--- src/sv/mdms_pkg.sv ---
// Shared types and constants for the motor drive mode supervisor.
// Holds the mode encoding, the key codes, register indexes and reset values.
// No dependencies.
`timescale 1ns / 1ps

package mdms_pkg;

	typedef enum logic [1:0] {
		MODE_PRE  = 2'd0,
		MODE_OP   = 2'd1,
		MODE_STOP = 2'd2
	} mode_t;

	// Command characters (ASCII).
	localparam logic [7:0] KEY_OP      = 8'h6F; // 'o'
	localparam logic [7:0] KEY_PRE     = 8'h70; // 'p'
	localparam logic [7:0] KEY_REINIT  = 8'h72; // 'r'
	localparam logic [7:0] KEY_CLEAR   = 8'h63; // 'c'
	localparam logic [7:0] KEY_KP_UP   = 8'h37; // '7'
	localparam logic [7:0] KEY_KP_DOWN = 8'h31; // '1'
	localparam logic [7:0] KEY_TI_UP   = 8'h39; // '9'
	localparam logic [7:0] KEY_TI_DOWN = 8'h33; // '3'
	localparam logic [7:0] KEY_PI      = 8'h69; // 'i'

	localparam logic [1:0] CFG_FAULT_LIMIT = 2'd0;
	localparam logic [1:0] CFG_FAULT_DECAY = 2'd1;
	localparam logic [1:0] CFG_KP_START    = 2'd2;
	localparam logic [1:0] CFG_TI_START    = 2'd3;

	localparam logic [7:0]  FAULT_LIMIT_RST = 8'd50;
	localparam logic [7:0]  FAULT_DECAY_RST = 8'd10;
	localparam logic [15:0] KP_START_RST    = 16'd100;
	localparam logic [15:0] TI_START_RST    = 16'd100;

	localparam int IN_TDATA_W  = 16;
	localparam int OUT_TDATA_W = 48;

	typedef struct packed {
		logic [7:0] key_code;
		logic       fault_pin_low;
		logic       timeout_pulse;
	} item_t;

	typedef struct packed {
		logic       we;
		logic [1:0] index;
		logic [15:0] data;
	} cfg_wr_t;

	typedef struct packed {
		mode_t       mode;
		logic        fault;
		logic        ret_pre;
		logic [8:0]  cnt;
		logic [15:0] kp;
		logic [15:0] ti;
		logic        pi;
	} sup_state_t;

endpackage

--- src/sv/mdms_in_reg.sv ---
// Input register stage of the mode supervisor.
// Captures one tick request from the slave stream; uses mdms_pkg.
`timescale 1ns / 1ps

module mdms_in_reg (
	input  logic                                clk,
	input  logic                                arst_n,
	input  logic                                s_tvalid,
	output logic                                s_tready,
	input  logic [mdms_pkg::IN_TDATA_W-1:0]     s_tdata,
	input  logic                                out_ok,
	output logic                                valid_s1,
	output mdms_pkg::item_t                     item_s1
);
	import mdms_pkg::*;

	assign s_tready = !valid_s1 || out_ok;

	always_ff @(posedge clk or negedge arst_n) begin
		if (!arst_n) begin
			valid_s1 <= 1'b0;
		end else if (s_tready) begin
			valid_s1 <= s_tvalid;
		end
	end

	always_ff @(posedge clk) begin
		if (s_tvalid && s_tready) begin
			item_s1.key_code      <= s_tdata[7:0];
			item_s1.fault_pin_low <= s_tdata[8];
			item_s1.timeout_pulse <= s_tdata[9];
		end
	end

endmodule

--- src/sv/mdms_core.sv ---
// Mode state machine, fault counter, tuning counts and configuration registers.
// Computes the state after one tick and commits it on each step; uses mdms_pkg.
`timescale 1ns / 1ps

module mdms_core (
	input  logic                  clk,
	input  logic                  arst_n,
	input  mdms_pkg::cfg_wr_t     cfg,
	input  logic                  step,
	input  mdms_pkg::item_t       item_s1,
	output mdms_pkg::sup_state_t  nxt
);
	import mdms_pkg::*;

	sup_state_t  st_q;
	logic [7:0]  limit_q;
	logic [7:0]  decay_q;
	logic        fault_t;
	logic [8:0]  cnt_t;
	logic [15:0] cfg_nz;

	assign cfg_nz = (cfg.data == 16'd0) ? 16'd1 : cfg.data;

	always_comb begin
		nxt     = st_q;
		fault_t = st_q.fault;
		cnt_t   = st_q.cnt;
		unique case (st_q.mode)
			MODE_PRE: begin
				if (item_s1.key_code == KEY_OP) begin
					nxt.mode    = MODE_OP;
					nxt.fault   = 1'b0;
					nxt.ret_pre = 1'b0;
				end else if (item_s1.key_code == KEY_REINIT) begin
					nxt.fault   = 1'b0;
					nxt.ret_pre = 1'b1;
				end else if (st_q.fault) begin
					nxt.ret_pre = 1'b1;
					nxt.mode    = MODE_STOP;
				end else begin
					case (item_s1.key_code)
						KEY_KP_UP:   if (st_q.kp != 16'hFFFF) nxt.kp = st_q.kp + 16'd1;
						KEY_KP_DOWN: if (st_q.kp > 16'd1) nxt.kp = st_q.kp - 16'd1;
						KEY_TI_UP:   if (st_q.ti != 16'hFFFF) nxt.ti = st_q.ti + 16'd1;
						KEY_TI_DOWN: if (st_q.ti > 16'd1) nxt.ti = st_q.ti - 16'd1;
						KEY_PI:      nxt.pi = !st_q.pi;
						default:     nxt.pi = st_q.pi;
					endcase
				end
			end
			MODE_OP: begin
				fault_t = st_q.fault | item_s1.timeout_pulse;
				// Leaky counter: rises on a low pin, decays towards zero otherwise.
				if (item_s1.fault_pin_low) begin
					cnt_t = (st_q.cnt != 9'h1FF) ? st_q.cnt + 9'd1 : st_q.cnt;
				end else begin
					cnt_t = (st_q.cnt > {1'b0, decay_q}) ? st_q.cnt - {1'b0, decay_q} : 9'd0;
				end
				if (cnt_t > {1'b0, limit_q}) begin
					cnt_t   = 9'd0;
					fault_t = 1'b1;
				end
				nxt.cnt   = cnt_t;
				nxt.fault = fault_t;
				if (item_s1.key_code == KEY_REINIT) begin
					nxt.mode    = MODE_PRE;
					nxt.fault   = 1'b0;
					nxt.ret_pre = 1'b1;
				end else if (fault_t) begin
					nxt.ret_pre = 1'b0;
					nxt.mode    = MODE_STOP;
				end else if (item_s1.key_code == KEY_PRE) begin
					nxt.mode    = MODE_PRE;
					nxt.ret_pre = 1'b1;
				end
			end
			default: begin
				if (item_s1.key_code == KEY_CLEAR) begin
					nxt.fault = 1'b0;
					if (st_q.ret_pre) begin
						nxt.mode = MODE_PRE;
					end else begin
						nxt.mode    = MODE_OP;
						nxt.ret_pre = 1'b0;
					end
				end
			end
		endcase
	end

	always_ff @(posedge clk or negedge arst_n) begin
		if (!arst_n) begin
			st_q.mode    <= MODE_PRE;
			st_q.fault   <= 1'b0;
			st_q.ret_pre <= 1'b1;
			st_q.cnt     <= 9'd0;
			st_q.kp      <= KP_START_RST;
			st_q.ti      <= TI_START_RST;
			st_q.pi      <= 1'b0;
			limit_q      <= FAULT_LIMIT_RST;
			decay_q      <= FAULT_DECAY_RST;
		end else if (cfg.we) begin
			// Writing a start value loads the live count straight away.
			unique case (cfg.index)
				CFG_FAULT_LIMIT: limit_q <= cfg.data[7:0];
				CFG_FAULT_DECAY: decay_q <= cfg.data[7:0];
				CFG_KP_START:    st_q.kp <= cfg_nz;
				CFG_TI_START:    st_q.ti <= cfg_nz;
				default:         limit_q <= limit_q;
			endcase
		end else if (step) begin
			st_q <= nxt;
		end
	end

endmodule

--- src/sv/mdms_out_reg.sv ---
// Result register of the mode supervisor, facing the master stream.
// Packs the state after a tick into tdata; uses mdms_pkg.
`timescale 1ns / 1ps

module mdms_out_reg (
	input  logic                              clk,
	input  logic                              arst_n,
	input  logic                              step,
	input  mdms_pkg::sup_state_t              nxt,
	output logic                              out_ok,
	output logic                              m_tvalid,
	input  logic                              m_tready,
	output logic [mdms_pkg::OUT_TDATA_W-1:0]  m_tdata
);
	import mdms_pkg::*;

	assign out_ok = !m_tvalid || m_tready;

	always_ff @(posedge clk or negedge arst_n) begin
		if (!arst_n) begin
			m_tvalid <= 1'b0;
		end else if (out_ok) begin
			m_tvalid <= step;
		end
	end

	always_ff @(posedge clk) begin
		if (step) begin
			m_tdata <= {2'b00, (nxt.mode == MODE_OP), nxt.pi, nxt.ti, nxt.kp,
				nxt.cnt, nxt.fault, nxt.mode};
		end
	end

endmodule

--- src/sv/motor_drive_mode_supervisor_top.sv ---
// Top level of the motor drive mode supervisor.
// Instantiates mdms_in_reg, mdms_core and mdms_out_reg; uses mdms_pkg.
`timescale 1ns / 1ps

// Each tick request on the slave stream yields exactly one result on the master
// stream. The block takes one request per clock cycle sustained while the master
// side takes each result, a rate set by the loop through the mode and counter
// registers in mdms_core. A request is first captured in the input register, and
// on a step its result is then loaded into the result register. While a result
// waits at the output, one further request can still enter the input register;
// after that the slave side stalls until the result is taken. Configuration writes
// are taken at any edge with cfg_we high and must only be made while the block is
// idle; a write of kp_start or ti_start also loads the live Kp or Ti count, and a
// value of zero is stored as one.
module motor_drive_mode_supervisor_top (
	input  logic                              clk,
	input  logic                              arst_n,
	input  logic                              cfg_we,
	input  logic [1:0]                        cfg_index,
	input  logic [15:0]                       cfg_data,
	input  logic                              s_tvalid,
	output logic                              s_tready,
	// key_code[7:0], fault_pin_low[8], timeout_pulse[9], zero[15:10]
	input  logic [mdms_pkg::IN_TDATA_W-1:0]   s_tdata,
	output logic                              m_tvalid,
	input  logic                              m_tready,
	// mode_code[1:0], fault_active[2], fault_level[11:3], gain_kp[27:12],
	// time_ti[43:28], integral_on[44], drive_enable[45], zero[47:46]
	output logic [mdms_pkg::OUT_TDATA_W-1:0]  m_tdata
);
	import mdms_pkg::*;

	cfg_wr_t    cfg;
	item_t      item_s1;
	sup_state_t nxt;
	logic       valid_s1;
	logic       out_ok;
	logic       step;

	assign cfg.we    = cfg_we;
	assign cfg.index = cfg_index;
	assign cfg.data  = cfg_data;
	assign step      = valid_s1 && out_ok;

	mdms_in_reg u_in (
		.clk      (clk),
		.arst_n   (arst_n),
		.s_tvalid (s_tvalid),
		.s_tready (s_tready),
		.s_tdata  (s_tdata),
		.out_ok   (out_ok),
		.valid_s1 (valid_s1),
		.item_s1  (item_s1)
	);

	mdms_core u_core (
		.clk     (clk),
		.arst_n  (arst_n),
		.cfg     (cfg),
		.step    (step),
		.item_s1 (item_s1),
		.nxt     (nxt)
	);

	mdms_out_reg u_out (
		.clk      (clk),
		.arst_n   (arst_n),
		.step     (step),
		.nxt      (nxt),
		.out_ok   (out_ok),
		.m_tvalid (m_tvalid),
		.m_tready (m_tready),
		.m_tdata  (m_tdata)
	);

	// A free result slot always lets a new request in.
	a_ready_when_free: assert property (@(posedge clk) disable iff (!arst_n)
		out_ok |-> s_tready)
		else $error("input stalled while the result register was free");

	// A request held in the input stage reaches the result register on a step.
	a_step_delivers: assert property (@(posedge clk) disable iff (!arst_n)
		step |=> m_tvalid)
		else $error("stepped request did not produce a result");

	// The fault counter is cleared once it passes the limit, so it stays small.
	a_level_bound: assert property (@(posedge clk) disable iff (!arst_n)
		m_tvalid |-> (m_tdata[11:3] <= 9'd256))
		else $error("fault level out of range");

	// Operational mode is never reported together with a set fault.
	a_enable_no_fault: assert property (@(posedge clk) disable iff (!arst_n)
		(m_tvalid && m_tdata[45]) |-> !m_tdata[2])
		else $error("drive enabled while a fault is flagged");

endmodule
--- config.mk ---
export PLATFORM = sky130hd
export DESIGN_NAME = motor_drive_mode_supervisor_top
export DESIGN_NICKNAME = d
export VERILOG_FILES = /design/src/sv/mdms_pkg.sv /design/src/sv/mdms_in_reg.sv /design/src/sv/mdms_core.sv /design/src/sv/mdms_out_reg.sv /design/src/sv/motor_drive_mode_supervisor_top.sv
export SDC_FILE = /design/constraint.sdc
export NUM_CORES = 1
export LEC_CHECK = 0
export BUFFER_PORTS_ARGS = -buffer_cell sky130_fd_sc_hd__buf_2
export CAP_MARGIN = 20
export CORE_UTILIZATION = 55
export CTS_CLUSTER_DIAMETER = 80
export CTS_CLUSTER_SIZE = 16
export DETAILED_ROUTE_END_ITERATION = 16
export HOLD_SLACK_MARGIN = 0.12
export PLACE_DENSITY = 0.85
export SLEW_MARGIN = 20
export SYNTH_ARGS = -nofsm -noshare
export SYNTH_HDL_FRONTEND = slang
export SYNTH_SLANG_ARGS = --single-unit
export TNS_END_PERCENT = 1
--- constraint.sdc ---
create_clock -name clk -period 9.3 [get_ports clk]
set_input_delay 0 -clock clk [delete_from_list [all_inputs] [get_ports clk]]
set_output_delay 0 -clock clk [all_outputs]
set_load 0.02 [all_outputs]
==> impl_metrics.yaml <==
global_routing:
  grt_busiest_layer: "met2"
  globalRouteMet3Util_pct: 9.54
  antenna_found_initial: 0
  met1_usage_pct: 41.3
  grt_pass1_vias: 6583
  track_usage_pct: 30.8
  grt_overflow: 0
  met2_usage_pct: 45.8
  grt_first_pass_wirelength_um: 34500
  grt_max_degree: 65
pwr:
  vdd_drop_max_v: 0.000120
  power_density_nw_per_um2: 201
  leakage_nw: 3.69
yosys:
  synth_edf_count: 56
  netlist_top_cells_area: "edfxtp_1, dfrtp_1, nand2_1, dfstp_2, o21ai_0"
  synthFlopType: "edfxtp_1"
  synth_area_per_cell_um2: 9.25
  yosys.area.top_type: "edfxtp_1"
  synthTopCellsByCount: "nand2_1, o21ai_0, edfxtp_1"
  synth_seq_cells: 120
  yosysMostFrequentCell: "nand2_1"
  synthCells: 846
  synth_top_area_share_pct: 21.5
  ys_async_sr_fraction_pct: 53.3
  netlist_area_um2: 7830
  ys_seq_area_share_pct: 42.1
  synth_cell_types: 81
  yosys_warnings: 0
floorplanning:
  num_rows: 43
  num_io_pins: 89
  die_area_um2: 14700
  start_util_pct: 56.4
  coreArea_um2: 13900
  fp.dieH_um: 121
  die_x_um: 121
hold_path:
  min_from: "s_tdata[5]"
  hold_class: "in -> reg"
  min_to: "u_in.item_s1[7]"
  hold_depth: 2
cells_and_area:
  finalCoreUtilization_pct: 66.3
  final_area_um2: 9200
  syn_to_final_growth_pct: 17.6
  drive_above_1_share_pct: 18.3
  fin_nets: 997
cts:
  cts_root_buf: "clkbuf_16"
  clk_path_buf_depth: 2
  ctsHtreeMaxLevel: 4
  clock_latency_ns: 0.43
  cts_sinks: 120
  cts_tree: "done"
  path_clk_slew_ns: 0.06
  cts_inserted_buffers: 17
routing:
  drcViolationCount: 0
  viasPerCell: 6.37
  firstDrtPassIters: 6
  vias: 7189
  wl_um: 21600
  drt-wirelength-per-cell_um: 19.1
  antenna_left: 0
  drt_iter0_markers: 677
timing:
  finalSetupViolCount: 0
  tightestPinTransition_ns: 0.890
  relSlewSlack_pct: 40.7
  finalHoldViolations: 0
  tns_ns: 0
  clock_skew_ns: 0.0123
  drv_slew: 0
  fin_ws_ns: 4.66
  fmax_ghz: 0.215
  period_needed_ns: 4.64
  rsz0062_at_grt: "no"
  fin_crit_sh_pct: 49.9
placement:
  dp_hpwl_um: 14400
  placed_area_um2: 8260
  gp_congestion: 0.977
  post-place-ws_ns: 4.83
  port_buffers: 80
worst_setup_path:
  cp_slowest_stage_delay_ns: 0.49
  path_cells: "inv_1, ha_1, fa_1, nor2b_1, o2111a_1, or4_1, nand2_1, o31ai_1, ha_1, a21oi_1, o21ai_0, and2_1, o31ai_1, o311ai_0, a31oi_1, a21oi_1"
  path_buf_inv: 1
  start_kind: "flip-flop"
  cp_max_fo: 6
  cp.required_ns: 9.46
  reg2reg_slack_ns: 4.66
  cp_slowest_cell: "dfrtp_1"
  rr_startpoint: "u_core.st_q[33]"
  cp_top_family: "compound AO/OA/AOI/OAI gates"
  endpoint_kind: "flip-flop"
  r2r_cells: 16
  critPathKind: "reg -> reg"
  rr_endpoint: "u_out.m_tdata[2]"
  arrival_ns: 4.80
run_status:
  outcome: "finished clean"
run:
  drv_cap: 0
-- cell usage in the layout (no fill, tap or decap), types with 17 or more instances in the layout --
master / count
a221o_1: 18
o21ai_0: 62
nor3_1: 28
xnor2_1: 17
dfrtp_1: 52
ha_1: 23
nor2_1: 42
clkbuf_16: 17
a21oi_1: 34
dlygate4sd3_1: 41
nand2_1: 107
edfxtp_1: 56
inv_1: 32
nand3_1: 24
buf_2: 80
-- state kept, by name (all words and copies together) (netlist names) --
register,cells
u_core.decay_q,8
u_core.limit_q,8
u_core.st_q,46
u_in.item_s1,10
u_in.valid_s1,1
u_out.m_tdata,46
u_out.m_tvalid,1
-- worst register-to-register path: cells and delay by family, from the launching register on --
kind | cells | cell delay (ns)
buffers and inverters | 1 | 0.08
adders and majority gates | 3 | 1.01
AOI/OAI and AO/OA | 8 | 2.23
and+or+nand+nor | 4 | 0.56
DFF | 1 | 0.49
-- how the worst max path moves through the flow --
stage                            startpoint          endpoint  cells after the start
final                       u_core.st_q[33]  u_out.m_tdata[2]                     16
after floorplan             u_core.st_q[33]   u_core.st_q[42]                     15
after detailed placement    u_core.st_q[34]  u_out.m_tdata[2]                     14
after global placement    u_core.decay_q[1]  u_out.m_tdata[2]                     15
after global routing        u_core.st_q[34]  u_out.m_tdata[2]                     14
after CTS                   u_core.st_q[33]  u_out.m_tdata[2]                     14
-- layer usage --
metal | share of wire, % | up-vias
li1 | - | 3351
met2 | 45 | 376
met4 | 2.9 | 0
met1 | 42 | 3401
met5 | 0 | -
met3 | 9.8 | 61
-- through the flow --
step / instances / power [mW] / hold WS (ns)
after global routing: 1127 / 1.94 / 0.290
after detailed placement: 1054 / 1.23 / 0.178
after floorplan: 847 / 1.10 / -0.296
after global placement: 1054 / 1.22 / 0.178
after CTS: 1127 / 1.84 / 0.267
final: 1128 / 1.85 / 0.295
-- repair_timing --
item,4_1_cts,5_1_grt
endpoints found under the hold margin,105,0
setup endpoints to repair,0,0
setup buffers,0,0
hold buffers,41,0
resized for setup,0,0
-- where the power goes --
group	total, mW	internal (mW)	switching, mW
Clock	0.592	0.339	0.253
Sequential	0.789	0.666	0.124
Combinational	0.467	0.191	0.275
-- layout make-up --
cell class                      instances  area, µm²
Antenna cell                            1       2.50
Clock buffer                           17        425
Clock inverter                         15        104
Fill cell                            1096       4680
Inverter                               33        124
Multi-Input combinational cell        635       4170
Sequential cell                       120       3300
Tap cell                              180        225
Timing Repair Buffer                  127        856
-- kinds of logic (layout without fill, tap and decap cells) --
group,count (synthesis),count (layout),share of synthesized area [%]
and+or+nand+nor,320,320,21.9
AOI/OAI and AO/OA,244,244,21.6
DFF,120,120,42.1
buffers and inverters,92,192,4.81
xor gates and xnor gates,28,28,3.23
adders and majority gates,24,24,3.93
muxes,17,17,2.38
other,1,3,0.0479
Power figures use the tool's default switching activity.
